==> config.mk <==
export PLATFORM = sky130hd
export DESIGN_NAME = bitmap_block_allocator
export DESIGN_NICKNAME = d
export VERILOG_FILES = /design/src/rtl/core/bba_pkg.sv /design/src/rtl/core/bitmap_block_allocator.sv
export SDC_FILE = /design/constraint.sdc
export NUM_CORES = 2
export LEC_CHECK = 0
export BUFFER_PORTS_ARGS = -buffer_cell sky130_fd_sc_hd__buf_4
export CAP_MARGIN = 40
export CORE_UTILIZATION = 55
export CTS_BUF_LIST = sky130_fd_sc_hd__clkbuf_16
export DETAILED_ROUTE_END_ITERATION = 6
export GPL_ROUTABILITY_DRIVEN = 0
export PLACE_DENSITY = 0.71
export SYNTH_ARGS = -nofsm -noshare
export SYNTH_HDL_FRONTEND = slang
export SYNTH_SLANG_ARGS = --single-unit
==> constraint.sdc <==
create_clock -name clk_i -period 18.6 [get_ports clk_i]
set_clock_uncertainty 0.15 [all_clocks]
set_input_delay 2.79 -clock clk_i [delete_from_list [all_inputs] [get_ports clk_i]]
set_output_delay 2.79 -clock clk_i [all_outputs]
set_load 0.01 [all_outputs]
==> src/rtl/core/bba_pkg.sv <==
// types and constants shared by the bitmap block allocator
package bba_pkg;

  localparam int unsigned MAX_BLOCKS = 1024;
  localparam int unsigned BLK_W      = 10;
  localparam int unsigned CNT_W      = 11;
  localparam int unsigned WORD_W     = 32;
  localparam int unsigned POS_W      = $clog2(WORD_W);
  localparam int unsigned NUM_WORDS  = MAX_BLOCKS / WORD_W;
  localparam int unsigned ADDR_W     = $clog2(NUM_WORDS);

  typedef enum logic [1:0] {
    OP_ALLOC = 2'd0,
    OP_FREE  = 2'd1,
    OP_MARK  = 2'd2,
    OP_NONE  = 2'd3
  } op_e;

  typedef enum logic [1:0] {
    ST_IDLE,
    ST_SCAN,
    ST_RESP
  } state_e;

  typedef struct packed {
    logic [1:0]       operation;
    logic [BLK_W-1:0] block_index;
  } in_t;

  typedef struct packed {
    logic             status;
    logic [BLK_W-1:0] result_block;
    logic [CNT_W-1:0] free_count;
  } out_t;

endpackage

==> src/rtl/core/bitmap_block_allocator.sv <==
// first-fit block allocator over a used/free bitmap kept in a word-wide memory
// free and mark-used go from accept through ST_SCAN and ST_RESP into the output register
// allocate stays in ST_SCAN a bitmap word at a time, up to 32 words, until a free bit or the last word
// a new item is taken only in ST_IDLE, once the reply is in the output register; a full output register stalls it
// reset and a block-count write clear the map at once through per-row valid bits
// reset loads a block count of 1024 and a free count of 1024
module bitmap_block_allocator
  import bba_pkg::*;
(
  input  logic             clk_i,
  input  logic             rst_ni,
  input  logic             in_valid_i,
  output logic             in_ready_o,
  input  in_t              in_data_i,
  output logic             out_valid_o,
  input  logic             out_ready_i,
  output out_t             out_data_o,
  input  logic             cfg_valid_i,
  output logic             cfg_ready_o,
  input  logic [CNT_W-1:0] cfg_data_i
);

  state_e               state_q, state_d;
  logic [1:0]           op_q, op_d;
  logic [BLK_W-1:0]     idx_q, idx_d;
  logic [BLK_W-1:0]     start_q, start_d;
  logic [ADDR_W-1:0]    addr_q, addr_d;
  logic [CNT_W-1:0]     num_q, num_d;
  logic [CNT_W-1:0]     free_q, free_d;
  logic [NUM_WORDS-1:0] row_valid_q, row_valid_d;
  logic                 rd_valid_q;
  logic [WORD_W-1:0]    rdata_q;
  logic [WORD_W-1:0]    mem_q [NUM_WORDS];
  out_t                 res_q, res_d;
  out_t                 out_q, out_d;
  logic                 out_valid_q, out_valid_d;

  logic                 mem_we;
  logic [WORD_W-1:0]    mem_wdata;
  logic [WORD_W-1:0]    word;
  logic [BLK_W-1:0]     base;
  logic [CNT_W-1:0]     lim;
  logic [WORD_W-1:0]    lo_mask, hi_mask, cand, bit_sel;
  logic                 found;
  logic [POS_W-1:0]     pos;
  logic                 last_word;
  logic [CNT_W:0]       next_base;
  logic                 idx_ok;
  logic                 out_free;
  logic                 cfg_fire, in_fire;
  logic [BLK_W-1:0]     in_start;

  assign in_ready_o  = (state_q == ST_IDLE);
  assign cfg_ready_o = (state_q == ST_IDLE);
  assign in_fire     = in_valid_i && in_ready_o;
  assign cfg_fire    = cfg_valid_i && cfg_ready_o;
  assign out_valid_o = out_valid_q;
  assign out_data_o  = out_q;
  assign out_free    = !out_valid_q || out_ready_i;
  assign in_start    = (in_data_i.block_index == '0) ? BLK_W'(1) : in_data_i.block_index;

  // datapath for the word under test
  always_comb begin
    word      = rd_valid_q ? rdata_q : '0;
    base      = {addr_q, POS_W'(0)};
    lim       = (num_q > {1'b0, base}) ? (num_q - {1'b0, base}) : '0;
    hi_mask   = (lim >= CNT_W'(WORD_W)) ? '1 : ((WORD_W'(1) << lim[POS_W-1:0]) - WORD_W'(1));
    lo_mask   = (addr_q == start_q[BLK_W-1:POS_W]) ? ('1 << start_q[POS_W-1:0]) : '1;
    cand      = ~word & lo_mask & hi_mask;
    found     = |cand;
    pos       = '0;
    for (int j = WORD_W - 1; j >= 0; j--) begin
      if (cand[j]) begin
        pos = POS_W'(j);
      end
    end
    next_base = {2'b0, base} + (CNT_W + 1)'(WORD_W);
    last_word = (addr_q == ADDR_W'(NUM_WORDS - 1)) || (next_base >= {1'b0, num_q});
    bit_sel   = WORD_W'(1) << idx_q[POS_W-1:0];
    idx_ok    = {1'b0, idx_q} < num_q;
  end

  // sequencer
  always_comb begin
    state_d     = state_q;
    op_d        = op_q;
    idx_d       = idx_q;
    start_d     = start_q;
    addr_d      = addr_q;
    num_d       = num_q;
    free_d      = free_q;
    row_valid_d = row_valid_q;
    res_d       = res_q;
    out_d       = out_q;
    out_valid_d = out_valid_q;
    mem_we      = 1'b0;
    mem_wdata   = word;

    if (out_valid_q && out_ready_i) begin
      out_valid_d = 1'b0;
    end

    case (state_q)
      ST_IDLE: begin
        if (cfg_fire) begin
          num_d       = (cfg_data_i > CNT_W'(MAX_BLOCKS)) ? CNT_W'(MAX_BLOCKS) : cfg_data_i;
          free_d      = num_d;
          row_valid_d = '0;
        end
        if (in_fire) begin
          op_d    = in_data_i.operation;
          idx_d   = in_data_i.block_index;
          start_d = in_start;
          addr_d  = in_start[BLK_W-1:POS_W];
          state_d = ST_SCAN;
        end
      end
      ST_SCAN: begin
        res_d.status       = 1'b1;
        res_d.result_block = '0;
        state_d            = ST_RESP;
        case (op_q)
          OP_ALLOC: begin
            if (found) begin
              mem_we             = 1'b1;
              mem_wdata          = word | (WORD_W'(1) << pos);
              if (free_q != '0) begin
                free_d = free_q - CNT_W'(1);
              end
              res_d.status       = 1'b0;
              res_d.result_block = base | BLK_W'(pos);
            end else if (!last_word) begin
              addr_d  = addr_q + ADDR_W'(1);
              state_d = ST_SCAN;
            end
          end
          OP_FREE: begin
            if (idx_ok && idx_q != '0) begin
              if ((word & bit_sel) != '0) begin
                mem_we    = 1'b1;
                mem_wdata = word & ~bit_sel;
                if (free_q < num_q) begin
                  free_d = free_q + CNT_W'(1);
                end
              end
              res_d.status       = 1'b0;
              res_d.result_block = idx_q;
            end
          end
          OP_MARK: begin
            if (idx_ok) begin
              if ((word & bit_sel) == '0) begin
                mem_we    = 1'b1;
                mem_wdata = word | bit_sel;
                if (free_q != '0) begin
                  free_d = free_q - CNT_W'(1);
                end
              end
              res_d.status       = 1'b0;
              res_d.result_block = idx_q;
            end
          end
          default: begin
          end
        endcase
        res_d.free_count = free_d;
        if (mem_we) begin
          row_valid_d[addr_q] = 1'b1;
        end
      end
      ST_RESP: begin
        if (out_free) begin
          out_d       = res_q;
          out_valid_d = 1'b1;
          state_d     = ST_IDLE;
        end
      end
      default: begin
        state_d = ST_IDLE;
      end
    endcase
  end

  always_ff @(posedge clk_i or negedge rst_ni) begin
    if (!rst_ni) begin
      state_q     <= ST_IDLE;
      num_q       <= CNT_W'(MAX_BLOCKS);
      free_q      <= CNT_W'(MAX_BLOCKS);
      row_valid_q <= '0;
      rd_valid_q  <= 1'b0;
      out_valid_q <= 1'b0;
    end else begin
      state_q     <= state_d;
      num_q       <= num_d;
      free_q      <= free_d;
      row_valid_q <= row_valid_d;
      rd_valid_q  <= row_valid_d[addr_d];
      out_valid_q <= out_valid_d;
    end
  end

  always_ff @(posedge clk_i) begin
    op_q    <= op_d;
    idx_q   <= idx_d;
    start_q <= start_d;
    addr_q  <= addr_d;
    res_q   <= res_d;
    out_q   <= out_d;
  end

  // bitmap memory
  always_ff @(posedge clk_i) begin
    if (mem_we) begin
      mem_q[addr_q] <= mem_wdata;
    end
    rdata_q <= mem_q[addr_d];
  end

endmodule

==> flow_summary.yaml <==
outcome:
  status: "finished, violations left"
  violations: "design-rule violations"
global_routing:
  grt_max_degree: 204
  antenna_found_initial: 1
  grt_pass1_vias: 35200
  grt_pass1_wl_um: 224000
  globalRouteOverflowTotal: 0
  grt_use_total_pct: 31.8
clocking:
  cts_setup_buffers: 0
  cts_hold_buf: 0
  clock-sinks: 1185
  postCtsResizedCells: 0
  cts.clk_slew.worst_paths_ns: 0.06
  clk_path_buf_depth: 3
  clk_latency_ns: 0.74
  htree_levels: 3
  root_buffer: "clkbuf_16"
  cts_tree: "yes"
  cts-buffers-inserted: 114
hold_path:
  min_from: "res_q[0]$_DFFE_PP_"
  hold_depth: 0
  hold_path.class: "flip-flop to flip-flop"
timing:
  clock.fmax_mhz: 111
  setup-violations-final: 0
  post-route-min-period_ns: 9.03
  rsz0062_at_grt: "no"
  drv_slew: 0
  fin_crit_sh_pct: 48.5
  finalHoldViolCount: 0
  setup_tns_ns: 0
  worst_slew_pin_slew_ns: 1.31
  relSlewSlack_pct: 12.4
pwr:
  sequentialPowerShare_pct: 38.8
  intPower_mw: 5.47
  p_switching_mw: 3.50
  switching_share_pct: 39.1
  clock_power_share_pct: 24.4
  irDropWorstVdd_v: 0.000170
  p_comb_share_pct: 36.9
  p_leak_nw: 20.6
  power_density_nw_per_um2: 156
drt:
  viasPerCell: 6.36
  drt_pass1_iterations: 7
  routed_wl_um: 152000
  wl_per_cell_um: 25.6
  drtIter0Drc: 5736
  ant_nets: 0
  vias: 37900
  remaining_drc_errors: 7
synth:
  synth_edf_count: 1090
  async_flop_share_pct: 4.89
  yosysWarnings: 0
  synth_top_cell_by_area: "edfxtp_1"
  syn_area_per_cell_um2: 11.2
  synth_seq_cells: 1185
  syn_area_um2: 51900
  synthDistinctLibCells: 96
  syn_nets: 4692
  ys_seq_area_share_pct: 67.3
  synthTopCellsByArea: "edfxtp_1, nand2_1, nand3_1"
  ys.flop_type: "edfxtp_1"
  yosysTopAreaCellShare_pct: 63.1
  postSynthCellCount: 4625
worst_setup_path:
  cp_data_arrival_time_ns: 9.55
  crit_path_frequent_cell: "a21oi_1"
  critical_path_class: "flip-flop to flip-flop"
  cp.required_ns: 19.12
  crit_fanout: 115
  cp.depth: 23
  setup.worst_path.start: "addr_q[0]$_DFF_P_"
  critPathTopFamily: "compound AO/OA/AOI/OAI gates"
  crit_path_cell_trace: "ha_1 > inv_1 > fa_1 > a21o_2 > a31oi_2 > a21oi_1 > ha_1 > o21ai_1 > or3_1 > a21oi_1 > or3_1 > nor3_1 > and4_1 > nand2_1 > o311a_4 > inv_8 > buf_4 > buf_4 > nand2_1 > nand3_1 > a21oi_1 > a21oi_1 > and4_1"
  slowest_delay_ns: 0.83
  regToRegEndpoint: "rdata_q[29]$_DFF_P_"
  worst_setup_path_start_kind: "flip-flop"
  r2r_start: "addr_q[0]$_DFF_P_"
  ff2ff_path_depth: 23
  endpoint: "rdata_q[29]$_DFF_P_"
  path_buf_inv: 4
  end_kind: "flip-flop"
  slowest_stage: "buf_4"
  ff2ff_setup_slack_ns: 9.57
final_layout:
  final_cell_mix: "nand2_1, edfxtp_1, nand3_1"
  fin_cells: 5957
  final_common_cell: "nand2_1"
  fill_cells: 7175
  fin_nets: 4669
  layout-drive-gt1-share_pct: 9.70
  syn_to_final_growth_pct: 11.1
  antennaDiodeCount: 0
job:
  cap_violations: 0
place:
  portBuffers: 52
  place.detailed.hpwl_um: 82300
  dp.cells: 5740
floorplanning:
  die_h_um: 309
  initial_utilization_pct: 55.6
  die_x_um: 309
  die_area_um2: 95600
  core-area_um2: 93300
  io_pins: 53
  fp-row-count: 112
## synth_stat cells, types with 12 or more instances
cell type / n
o32ai_1: 16
nand2b_1: 19
buf_1: 16
ha_1: 38
buf_2: 60
mux2i_1: 23
nor4_1: 16
a21oi_1: 326
and3_1: 21
a21oi_2: 23
or3_1: 16
a21o_1: 25
nand3_1: 554
o21ai_1: 12
nor3_1: 44
dfrtp_1: 56
nand2_1: 1273
inv_1: 34
nor2_1: 221
o31ai_1: 23
o21ai_0: 103
nand4_1: 12
edfxtp_1: 1090
and4_1: 36
a31oi_1: 24
dfxtp_1: 37
a22o_1: 14
nor2b_1: 13
clkbuf_1: 224
o221ai_1: 17
a32o_1: 13
## sequential cells by signal, summed over array words and instances (netlist names), 5 cells and up
| name | count |
|---|---|
| mem_q | 1024 |
| addr_q | 5 |
| free_q | 11 |
| idx_q | 10 |
| rdata_q | 32 |
| out_data_o | 22 |
| res_q | 22 |
| row_valid_q | 32 |
| num_q | 11 |
| start_q | 10 |
## stage by stage
| step | utilization, % | setup slack (ns) | total power [mW] | area, um2 | hold slack [ns] |
|---|---|---|---|---|---|
| 2_1_floorplan | - | 11.00 | 5.62 | 51900 | 0.250 |
| 3_3_place_gp | 57.6 | 10.09 | 6.62 | 53800 | 0.252 |
| 3_5_place_dp | 58.0 | 9.80 | 6.72 | 54100 | 0.255 |
| 4_1_cts | 61.8 | 9.82 | 8.89 | 57600 | 0.269 |
| 5_1_grt | 61.8 | 9.02 | 9.34 | 57600 | 0.273 |
| 6_report | 61.8 | 9.57 | 8.97 | 57600 | 0.266 |
## kinds of logic after synthesis
group	count (synthesis)	synth area share [%]
muxes	25	0.509
and+or+nand+nor	2277	19.2
adders and majority gates	39	0.955
xor gates and xnor gates	16	0.299
DFF	1185	67.3
buffers and inverters	348	2.76
AOI/OAI and AO/OA	735	9.02
## worst reg2reg max path: cells and delay by family, from the launching register on
family,cells,cell delay [ns]
AOI/OAI and AO/OA,8,2.47
buffers and inverters,4,2.32
and+or+nand+nor,8,2.42
DFF,1,0.53
adders and majority gates,3,1.09
## power groups by stage
stage / clock network (mW) / registers (mW) / logic (mW)
floorplan: 0 / 3.44 / 2.18
global placement: 0 / 3.52 / 3.10
detailed placement: 0 / 3.52 / 3.20
CTS: 2.21 / 3.47 / 3.21
global route: 2.31 / 3.48 / 3.55
finish: 2.19 / 3.48 / 3.31
## metal layers
layer	track usage [%]	vias up	routed length (um)
met4	15.5	2	8410
li1	-	16700	-
met3	6.78	536	18000
met2	49.5	2395	69500
met1	42.8	18200	56500
met5	0	-	13
## how the worst min path moves through the flow
stage / to / slack [ns]
6_report: out_data_o[0]$_DFFE_PP_ / 0.27
3_3_place_gp: out_data_o[13]$_DFFE_PP_ / 0.25
4_1_cts: out_data_o[14]$_DFFE_PP_ / 0.27
5_1_grt: out_data_o[15]$_DFFE_PP_ / 0.27
2_1_floorplan: out_data_o[0]$_DFFE_PP_ / 0.25
3_5_place_dp: out_data_o[14]$_DFFE_PP_ / 0.25
## final cells by class
class	count	area [um2]	area share [%]
Sequential cell	1185	34900	60.6
Multi-Input combinational cell	3092	16000	27.7
Clock buffer	115	2880	4.99
Tap cell	1254	1570	2.72
Timing Repair Buffer	169	1490	2.59
Clock inverter	102	668	1.16
Inverter	40	165	0.287
Note: power is estimated with default switching activity, not from simulation.
